File: src/kci_pkg.sv
`timescale 1ns / 1ps
// ----------------------------------------------------------------------------
// kci_pkg: shared types and constants of the keyed curve interpolator
// Action and status codes, arithmetic widths, the controller/datapath command
// and status structures and the saturation and rounding helpers.
// ----------------------------------------------------------------------------
package kci_pkg;

    localparam int FRAC_BITS = 16;
    localparam logic signed [31:0] RANGE_HI_RST = 32'sd10 <<< FRAC_BITS;
    localparam logic signed [31:0] Y_EMPTY_LO   = 32'sh7FFF_FFFF;
    localparam logic signed [31:0] Y_EMPTY_HI   = 32'sh8000_0000;

    // Operand width of the shared multiplier and divisor width of the divider.
    localparam int OPW = 33;
    localparam int PW  = 2 * OPW;
    localparam int T_SHIFT   = 30;
    localparam int RND_SHIFT = 16;
    localparam logic signed [16:0] RND_HALF = 17'sd32768;

    localparam logic [1:0] ACT_CLEAR   = 2'd0;
    localparam logic [1:0] ACT_INSERT  = 2'd1;
    localparam logic [1:0] ACT_EVAL    = 2'd2;
    localparam logic [1:0] ACT_RESCALE = 2'd3;

    localparam logic [1:0] STAT_OK   = 2'd0;
    localparam logic [1:0] STAT_FULL = 2'd1;
    localparam logic [1:0] STAT_SPAN = 2'd2;

    typedef enum logic [1:0] {MUL_RS, MUL_Y, MUL_S, MUL_RND} t_mul_op;
    typedef enum logic {DIV_RS, DIV_T} t_div_op;

    typedef struct packed {
        logic       capture;
        logic       do_clear;
        logic       status_set;
        logic [1:0] status_code;
        logic       idx_clr;
        logic       idx_inc;
        logic       idx_dec;
        logic       idx_load_cnt;
        logic       pos_save;
        logic       rd_prev;
        logic       wr_shift;
        logic       wr_new;
        logic       wr_rescale;
        logic       cnt_inc;
        logic       range_commit;
        logic       y_init;
        logic       y_acc;
        logic       prev_save;
        logic       cur_save;
        logic       sel_prev;
        logic       sel_cur;
        logic       mul_start;
        t_mul_op    mul_op;
        logic       div_start;
        t_div_op    div_op;
        logic       t_save;
        logic       y_save;
        logic       s_save;
        logic       value_save;
        logic       out_load;
    } t_cmd;

    typedef struct packed {
        logic [1:0] action;
        logic       cnt_zero;
        logic       full;
        logic       span_zero;
        logic       idx_at_cnt;
        logic       idx_at_pos;
        logic       idx_zero;
        logic       x_le_key;
        logic       x_le_smp;
        logic       mul_done;
        logic       div_done;
        logic       out_busy;
    } t_stat;

    function automatic logic signed [31:0] sat32(input logic signed [PW-1:0] v);
        logic signed [PW-1:0] hi;
        logic signed [PW-1:0] lo;
        hi = PW'(Y_EMPTY_LO);
        lo = PW'(Y_EMPTY_HI);
        if (v > hi) return Y_EMPTY_LO;
        if (v < lo) return Y_EMPTY_HI;
        return v[31:0];
    endfunction

    // Arithmetic right shift that truncates toward zero.
    function automatic logic signed [PW-1:0] shr_tz(input logic signed [PW-1:0] p,
                                                     input int sh);
        logic signed [PW-1:0] bias;
        bias = p[PW-1] ? ((PW'(1) <<< sh) - PW'(1)) : '0;
        return (p + bias) >>> sh;
    endfunction

endpackage

File: src/kci_ctrl.sv
`timescale 1ns / 1ps
// ----------------------------------------------------------------------------
// kci_ctrl: controller of the keyed curve interpolator
// Sequences the scans, shifts, multiplies and divides of each request.
// ----------------------------------------------------------------------------
module kci_ctrl import kci_pkg::*; (
    input  logic  i_clk,
    input  logic  i_rst_n,
    input  logic  i_in_valid,
    input  t_stat i_stat,
    output logic  o_in_ready,
    output t_cmd  o_cmd
);
    localparam logic [4:0] S_IDLE    = 5'd0;
    localparam logic [4:0] S_DISP    = 5'd1;
    localparam logic [4:0] S_INS_RD  = 5'd2;
    localparam logic [4:0] S_INS_CHK = 5'd3;
    localparam logic [4:0] S_SH_RD   = 5'd4;
    localparam logic [4:0] S_SH_WR   = 5'd5;
    localparam logic [4:0] S_Y_RD    = 5'd6;
    localparam logic [4:0] S_Y_ACC   = 5'd7;
    localparam logic [4:0] S_EV_RD   = 5'd8;
    localparam logic [4:0] S_EV_CHK  = 5'd9;
    localparam logic [4:0] S_EV_DIV  = 5'd10;
    localparam logic [4:0] S_EV_DIVW = 5'd11;
    localparam logic [4:0] S_EV_MY   = 5'd12;
    localparam logic [4:0] S_EV_MYW  = 5'd13;
    localparam logic [4:0] S_EV_MS   = 5'd14;
    localparam logic [4:0] S_EV_MSW  = 5'd15;
    localparam logic [4:0] S_EV_MR   = 5'd16;
    localparam logic [4:0] S_EV_MRW  = 5'd17;
    localparam logic [4:0] S_RS_RD   = 5'd18;
    localparam logic [4:0] S_RS_MUL  = 5'd19;
    localparam logic [4:0] S_RS_MULW = 5'd20;
    localparam logic [4:0] S_RS_DIV  = 5'd21;
    localparam logic [4:0] S_RS_DIVW = 5'd22;
    localparam logic [4:0] S_DONE    = 5'd23;

    logic [4:0] r_state;
    logic [4:0] n_state;

    always_ff @(posedge i_clk) begin
        if (!i_rst_n) begin
            r_state <= S_IDLE;
        end else begin
            r_state <= n_state;
        end
    end

    assign o_in_ready = (r_state == S_IDLE);

    always_comb begin
        n_state = r_state;
        o_cmd   = '0;
        unique case (r_state)
            S_IDLE: begin
                if (i_in_valid) begin
                    o_cmd.capture = 1'b1;
                    n_state = S_DISP;
                end
            end
            S_DISP: begin
                unique case (i_stat.action)
                    ACT_CLEAR: begin
                        o_cmd.do_clear = 1'b1;
                        n_state = S_DONE;
                    end
                    ACT_INSERT: begin
                        if (i_stat.full) begin
                            o_cmd.status_set  = 1'b1;
                            o_cmd.status_code = STAT_FULL;
                            n_state = S_DONE;
                        end else begin
                            o_cmd.idx_clr = 1'b1;
                            n_state = S_INS_RD;
                        end
                    end
                    ACT_EVAL: begin
                        if (i_stat.cnt_zero) begin
                            n_state = S_DONE;
                        end else begin
                            o_cmd.idx_clr = 1'b1;
                            n_state = S_EV_RD;
                        end
                    end
                    default: begin
                        if (i_stat.span_zero) begin
                            o_cmd.status_set  = 1'b1;
                            o_cmd.status_code = STAT_SPAN;
                            n_state = S_DONE;
                        end else begin
                            o_cmd.idx_clr = 1'b1;
                            n_state = S_RS_RD;
                        end
                    end
                endcase
            end
            S_INS_RD: n_state = S_INS_CHK;
            S_INS_CHK: begin
                // The new key goes after every key whose x is not above it.
                if (!i_stat.idx_at_cnt && i_stat.x_le_key) begin
                    o_cmd.idx_inc = 1'b1;
                    n_state = S_INS_RD;
                end else begin
                    o_cmd.pos_save     = 1'b1;
                    o_cmd.idx_load_cnt = 1'b1;
                    n_state = S_SH_RD;
                end
            end
            S_SH_RD: begin
                if (i_stat.idx_at_pos) begin
                    o_cmd.wr_new  = 1'b1;
                    o_cmd.cnt_inc = 1'b1;
                    o_cmd.y_init  = 1'b1;
                    o_cmd.idx_clr = 1'b1;
                    n_state = S_Y_RD;
                end else begin
                    o_cmd.rd_prev = 1'b1;
                    n_state = S_SH_WR;
                end
            end
            S_SH_WR: begin
                o_cmd.wr_shift = 1'b1;
                o_cmd.idx_dec  = 1'b1;
                n_state = S_SH_RD;
            end
            S_Y_RD: begin
                if (i_stat.idx_at_cnt) begin
                    n_state = S_DONE;
                end else begin
                    n_state = S_Y_ACC;
                end
            end
            S_Y_ACC: begin
                o_cmd.y_acc   = 1'b1;
                o_cmd.idx_inc = 1'b1;
                n_state = S_Y_RD;
            end
            S_EV_RD: n_state = S_EV_CHK;
            S_EV_CHK: begin
                priority if (i_stat.idx_at_cnt) begin
                    o_cmd.sel_prev = 1'b1;
                    n_state = S_EV_MR;
                end else if (i_stat.x_le_smp) begin
                    o_cmd.prev_save = 1'b1;
                    o_cmd.idx_inc   = 1'b1;
                    n_state = S_EV_RD;
                end else if (i_stat.idx_zero) begin
                    o_cmd.sel_cur = 1'b1;
                    n_state = S_EV_MR;
                end else begin
                    o_cmd.cur_save = 1'b1;
                    n_state = S_EV_DIV;
                end
            end
            S_EV_DIV: begin
                o_cmd.div_start = 1'b1;
                o_cmd.div_op    = DIV_T;
                n_state = S_EV_DIVW;
            end
            S_EV_DIVW: begin
                if (i_stat.div_done) begin
                    o_cmd.t_save = 1'b1;
                    n_state = S_EV_MY;
                end
            end
            S_EV_MY: begin
                o_cmd.mul_start = 1'b1;
                o_cmd.mul_op    = MUL_Y;
                n_state = S_EV_MYW;
            end
            S_EV_MYW: begin
                if (i_stat.mul_done) begin
                    o_cmd.y_save = 1'b1;
                    n_state = S_EV_MS;
                end
            end
            S_EV_MS: begin
                o_cmd.mul_start = 1'b1;
                o_cmd.mul_op    = MUL_S;
                n_state = S_EV_MSW;
            end
            S_EV_MSW: begin
                if (i_stat.mul_done) begin
                    o_cmd.s_save = 1'b1;
                    n_state = S_EV_MR;
                end
            end
            S_EV_MR: begin
                o_cmd.mul_start = 1'b1;
                o_cmd.mul_op    = MUL_RND;
                n_state = S_EV_MRW;
            end
            S_EV_MRW: begin
                if (i_stat.mul_done) begin
                    o_cmd.value_save = 1'b1;
                    n_state = S_DONE;
                end
            end
            S_RS_RD: begin
                if (i_stat.idx_at_cnt) begin
                    o_cmd.range_commit = 1'b1;
                    o_cmd.y_init       = 1'b1;
                    o_cmd.idx_clr      = 1'b1;
                    n_state = S_Y_RD;
                end else begin
                    n_state = S_RS_MUL;
                end
            end
            S_RS_MUL: begin
                o_cmd.mul_start = 1'b1;
                o_cmd.mul_op    = MUL_RS;
                n_state = S_RS_MULW;
            end
            S_RS_MULW: begin
                if (i_stat.mul_done) begin
                    n_state = S_RS_DIV;
                end
            end
            S_RS_DIV: begin
                o_cmd.div_start = 1'b1;
                o_cmd.div_op    = DIV_RS;
                n_state = S_RS_DIVW;
            end
            S_RS_DIVW: begin
                if (i_stat.div_done) begin
                    o_cmd.wr_rescale = 1'b1;
                    o_cmd.idx_inc    = 1'b1;
                    n_state = S_RS_RD;
                end
            end
            S_DONE: begin
                if (!i_stat.out_busy) begin
                    o_cmd.out_load = 1'b1;
                    n_state = S_IDLE;
                end
            end
            default: n_state = S_IDLE;
        endcase
    end

endmodule

File: config.mk
export PLATFORM = sky130hd
export DESIGN_NAME = kci_ctrl
export DESIGN_NICKNAME = d
export VERILOG_FILES = /design/src/kci_pkg.sv /design/src/kci_ctrl.sv
export SDC_FILE = /design/constraint.sdc
export NUM_CORES = 1
export LEC_CHECK = 0
export ABC_AREA = 1
export BUFFER_PORTS_ARGS = -buffer_cell sky130_fd_sc_hd__buf_2
export CAP_MARGIN = 20
export CORE_AREA = 2 2 53 55
export DETAILED_ROUTE_END_ITERATION = 7
export DIE_AREA = 0 0 55 57
export PLACE_DENSITY = 0.75
export SYNTH_ARGS = -nofsm -noshare
export SYNTH_HDL_FRONTEND = slang
export SYNTH_SLANG_ARGS = --single-unit
File: constraint.sdc
create_clock -name i_clk -period 1.2 [get_ports i_clk]
set_clock_uncertainty 0.05 [all_clocks]
set_input_delay 0.12 -clock i_clk [delete_from_list [all_inputs] [get_ports i_clk]]
set_output_delay 0.12 -clock i_clk [all_outputs]
set_load 0.02 [all_outputs]
==> metrics.cfg, run 1 <==
[synthesis]
synth_seq_cells=5
synthTopCellsByArea=nand2_1 22%, nor2_1 18%, dfxtp_1 10%
ys_seq_area_share_pct=10.1
avgSynthCellArea_um2=4.92
syn-instance-count=202
synth_fp_nets=218
synth.yosys.warnings=0
yosysTopAreaCell=nand2_1
synth_cell_type_count=20
netlist_area_um2=993
synth_top_area_share_pct=21.9

[detailed_routing]
antenna_left=0
drc=0
dr_total_vias=1970
drtIter0Drc=129
wl_per_cell_um=17.9
dr.pass1.iters=5
drt-vias-per-instance=5.74
drt_wl_total_mm=6.15

[placement]
hpwl_mm=3.07
portBuffers=48
dp_cells=313
routabilityCongestion=0.988

[worst_setup_path]
crit_path_end_kind=flip-flop
r2r_slack_ps=-590
crit_slowest_cell=dfxtp_2
path_buf_inv=2
timing.rr.end=r_state[1]
rr_startpoint=r_state[0]
crit_required_ps=1290
critPathKind=flip-flop to flip-flop
startpoint_type=flip-flop
cp.arrival_ps=1880
cpLargestDelayFamily=simple AND/OR/NAND/NOR gates
max_stage_delay_ps=340
reg2reg_depth=10
crit_chain=buf_6, nand3_1, nor2_2, buf_4, nor2_1, nand2_1, nor2_1, nand3_1, nand2_1, a21oi_2
cp_max_fo=4

[min_path]
hold_end=r_state[3]
hold_class=input pin to flip-flop
min_path_cells=3
min-delay-start=i_rst_n

[power_and_ir_drop]
power_leakage_uw=0.00124
p_per_area_mw_per_mm2=1810
vdd.ir_drop.worst_mv=2.16

[sta]
period_minus_slack_ps=1790
fmax_ghz=0.558
timing.slew.headroom_pct=77.1
slew_viol_final=0
fin_ws_ps=-591
final-setup-viol-count=38
hold_viol_final=0
setup_tns_ps=-15670
worst_pin_slew_ps=344
period_share_pct=149
rsz0062_at_grt=yes

[global_routing]
grt_pass1_vias=1619
overflow=0
grt_max_degree=7
antenna_found_initial=0
grt_pass1_wl_mm=7.13
track_usage_pct=30.5

[layout]
largest_register_ffs=5
final_common_cell=buf_4
reg.largest.list=r_state (5)
area_growth_pct=135
num-nets-final=329
drive_gt1_share_pct=63.8
final_cell_mix=55 x buf_4, 45 x nand2_1, 41 x buf_6, 29 x nor2_1, 19 x nor2_4
largest_register=r_state
final_cells=343
insertedDiodeCount=0
fillCellCount=120

[run_status]
failed_checks=setup timing
outcome=finished with violations

[clock_network]
clock_latency_ps=260
clockBufferDepth=2
tritoncts=yes
cts_hold_buf=0
clkSlewWorstSetupHoldPaths_ps=60
cts.sinks=5
cts_buffers=3
cts_root_buffer=clkbuf_4
h-tree-depth=1

[floorplanning]
die-width_um=55
initial_core_util_pct=38.0
die_y_um=57
pin_count=49
core_area_mm2=0.00262
dieArea_mm2=0.00314
rows=19

[run]
maxCapViolations=0

[layer usage]
metal / share of wire (%) / track usage, % / up-vias
met4: 7.0 / 13.2 / 0
li1: - / - / 847
met3: 11 / 3.66 / 54
met1: 36 / 35.6 / 884
met2: 47 / 53.9 / 185
met5: 0 / 0 / -
[cells by family after synthesis]
logic type,share of synthesized area [%]
AOI/OAI and AO/OA,7.93
DFF,10.1
and+or+nand+nor,66.1
buffers and inverters,15.9
[what timing repair did]
| action | 4_1_cts | 5_1_grt |
|---|---|---|
| endpoints found under the setup margin | 38 | 38 |
| gates resized for setup | 113 | 39 |
| pin swaps | 30 | 17 |
| buffers inserted | 15 | 11 |
| gates cloned | 0 | 0 |
[worst register-to-register path: stages, from the launching register on]
cell and delay, ps:
dfxtp_2 340, buf_6 140, nand3_1 220, nor2_2 90, buf_4 150, nor2_1 190, nand2_1 100, nor2_1 100
nand3_1 110, nand2_1 110, a21oi_2 60
[cell usage after synthesis]
| cell type | n |
|---|---|
| a21oi_1 | 9 |
| buf_6 | 2 |
| nand3b_1 | 2 |
| nor3_1 | 5 |
| clkinv_1 | 1 |
| buf_4 | 3 |
| nor2_4 | 3 |
| dfxtp_1 | 5 |
| o21ai_0 | 4 |
| inv_2 | 7 |
| nor2_2 | 6 |
| nand2_1 | 58 |
| inv_1 | 22 |
| nand3_4 | 1 |
| nand4_1 | 2 |
| nand2_2 | 5 |
| o211ai_1 | 1 |
| a31oi_1 | 1 |
| nor2_1 | 47 |
| nand3_1 | 18 |
[layout make-up]
type | instances | area (um2) | area share, %
clock buffer | 4 | 26.3 | 1.12
sequential | 5 | 111 | 4.76
multi-input combinational | 162 | 1070 | 45.8
inverter | 30 | 140 | 6.00
timing repair buffer | 111 | 950 | 40.6
tap | 31 | 38.8 | 1.66
[through the flow]
step	setup WS (ps)	power (uW)	cell area [um2]	util [%]	hold WS (ps)
after floorplan	-164	1780	1090	-	225
after global routing	-639	4400	2340	89.4	148
final	-591	4240	2340	89.4	138
after CTS	-416	3560	2100	80.3	128
after detailed placement	-356	2610	1600	61.1	374
after global placement	-368	2620	1600	61.1	365
[where the power goes]
| part | leakage [uW] | switching [uW] | internal, uW |
|---|---|---|---|
| combinational | 0.00119 | 2050 | 1600 |
| sequential | 0.0000436 | 125 | 248 |
| clock | 0.0000150 | 88.2 | 127 |
| total | 0.00124 | 2260 | 1970 |
[how the worst max path moves through the flow]
| stage | start | endpoint | cells past startpoint |
|---|---|---|---|
| after floorplan | r_state[0] | r_state[1] | 10 |
| after global routing | r_state[1] | r_state[1] | 10 |
| after global placement | r_state[3] | r_state[1] | 8 |
| after CTS | r_state[0] | o_cmd[29] | 7 |
| after detailed placement | r_state[0] | r_state[1] | 9 |
| final | r_state[0] | r_state[1] | 10 |
Power figures use the tool's default switching activity.
==> run 2, diff against run 1 <==
Clock period 1.2 ns to 1.5 ns, I/O delays scaled along.
==> run 2 against run 1 <==
  * Global-route usage fell by 6.1 points
  * Critical path type is now flip-flop to output pin
  * Sequential share of layout area rose by 1.4 points
  * Largest cell class unchanged
  * Register-to-register slack better by 510 ps
  * Sequential power down 8.6%
  * The run still ends with setup timing left
==> metrics.cfg, run 2 (synthesized netlist as in run 1, its figures left out) <==
[clock_network]
clkSlewWorstSetupHoldPaths_ps=40  ; -20 ps
cts_hold_buf=0  ; unchanged
cts_buffers=3  ; unchanged
tritoncts=yes
clock_latency_ps=240  ; -20 ps
h-tree-depth=1  ; unchanged
clockBufferDepth=2  ; unchanged
cts.sinks=5  ; unchanged
cts_root_buffer=clkbuf_4

[detailed_routing]
drtIter0Drc=49  ; -62%
dr.pass1.iters=4  ; -1
drt-vias-per-instance=5.21  ; -9.3%
antenna_left=0  ; unchanged
dr_total_vias=1652  ; -16%
drc=0  ; unchanged
wl_per_cell_um=13.6  ; -24%
drt_wl_total_mm=4.30  ; -30%

[worst_setup_path]
rr_startpoint=r_state[4]
crit_required_ps=1300  ; about the same
cp_max_fo=7  ; +3
critPathKind=flip-flop to output pin
crit_start=r_state[2]
cp.arrival_ps=1430  ; -450 ps
crit_path_end_kind=output pin
startpoint_type=flip-flop

[power_and_ir_drop]
vdd.ir_drop.worst_mv=1.20  ; -44%
combPwrFrac_pct=81.5  ; -4.6 points
power_leakage_uw=0.00105  ; -16%
pwr-share-clk_pct=5.8  ; +0.7 points
p_per_area_mw_per_mm2=1390  ; -24%
switching_share_pct=53.8  ; +0.39 points
p_int_uw=1240  ; -37%
power.switching_uw=1440  ; -36%
pwr-share-seq_pct=12.7  ; +3.9 points

[sta]
period_minus_slack_ps=1630
hold_viol_final=0  ; unchanged
holdWs_ps=152  ; +13.3 ps
fmax_ghz=0.613
slew_viol_final=0  ; unchanged
fin_ws_ps=-132  ; +459 ps
worst_pin_slew_ps=321  ; -22.6 ps
rsz0062_at_grt=yes
final-setup-viol-count=31  ; -18%
timing.slew.headroom_pct=78.5  ; +1.5 points
period_share_pct=109

[global_routing]
grt_max_degree=9  ; +2
track_usage_pct=24.4  ; -6.1 points
overflow=0  ; unchanged
grt_pass1_vias=1419  ; -12%
antenna_found_initial=0  ; unchanged
grt_pass1_wl_mm=5.87  ; -18%

[layout]
largest_register_ffs=5  ; unchanged
area_growth_pct=95.0
insertedDiodeCount=0  ; unchanged
largest_register=r_state
num-nets-final=303  ; -7.9%
drive_gt1_share_pct=55.2  ; -8.5 points
reg.largest.list=r_state (5)
final_cell_mix=50 x nand2_1, 42 x buf_4, 28 x nor2_1, 22 x buf_2, 20 x buf_6
final_common_cell=nand2_1
fillCellCount=214  ; +78%
fin_util_pct=74.1  ; -15 points

[floorplanning]
dieArea_mm2=0.00314  ; unchanged
pin_count=49  ; unchanged
core_area_mm2=0.00262  ; unchanged
rows=19  ; unchanged
die-width_um=55  ; unchanged
initial_core_util_pct=38.0  ; unchanged
die_y_um=57  ; unchanged

[placement]
routabilityCongestion=0.977  ; -1.1%
dpl_worst_slack_ps=-69.3  ; +287 ps
portBuffers=48  ; unchanged
hpwl_mm=2.83  ; -7.9%

[run]
maxCapViolations=0  ; unchanged

[run_status]
outcome=finished with violations
failed_checks=setup timing

[min_path]
hold_class=input pin to flip-flop
min-delay-start=i_rst_n

==> run 2: cell types whose count changed in the layout (fill, tap and decap cells not counted), sizes merged <==
cell and change:
buf -26
==> run 2: what timing repair did <==
action | in CTS | in global routing
pin swaps | 9 | 15
resized for setup | 56 | 65
setup buffers | 9 | 8
setup endpoints to repair | 37 | 36
==> run 2: power by group through the flow <==
stage | clock network [uW] | logic [uW] | registers, uW
global route | 171 | 2360 | 345
CTS | 160 | 1770 | 322
finish | 156 | 2190 | 340
floorplan | 0 | 1090 | 226
detailed placement | 0 | 1540 | 276
global placement | 0 | 1550 | 273
==> run 2: per-layer routing <==
metal  global-route usage (%)  routed length [um]  share of wire, %  up-vias
li1                         -                   -                 -      793
met1                     31.0                1570                36      743
met5                        0                   0                 0        -
met3                     3.93                 326               7.6       21
met4                     5.57                 188               4.4        0
met2                     42.3                2220                52       95
==> run 2: area by class of cell <==
type / count / area, um2 / share of cell area, %
inverters: 30 / 123 / 6.33
multi-input cells: 162 / 960 / 49.5
well taps: 31 / 38.8 / 2.00
flip-flops and latches: 5 / 119 / 6.14
repair buffers: 85 / 671 / 34.6
clock buffers: 4 / 26.3 / 1.36
==> run 2: path summary, 6_finish.rpt <==
check | endpoint | slack (ps) | cells past startpoint
setup / recovery | o_cmd[25] | -130 | 7
hold / removal | r_state[1] | 150 | 3
setup reg to reg | r_state[4] | -80 | 8
hold reg to reg | r_state[3] | 470 | 2
==> run 2: metrics by stage <==
stage	power, uW	cells	area (um2)	setup TNS (ps)
after floorplan	1310	202	1010	-91.3
after global placement	1820	296	1390	-453
after detailed placement	1820	296	1390	-380
after CTS	2250	309	1650	-1010
after global routing	2880	317	1940	-4520
final	2680	317	1940	-2200
==> run 2: critical path, stage by stage (launching register included) <==
cell	delay (ps)
dfxtp_4	420
inv_2	70
nor2_2	170
nand3_2	130
nor2_4	150
nor2_1	50
nand3_1	70
buf_6	120
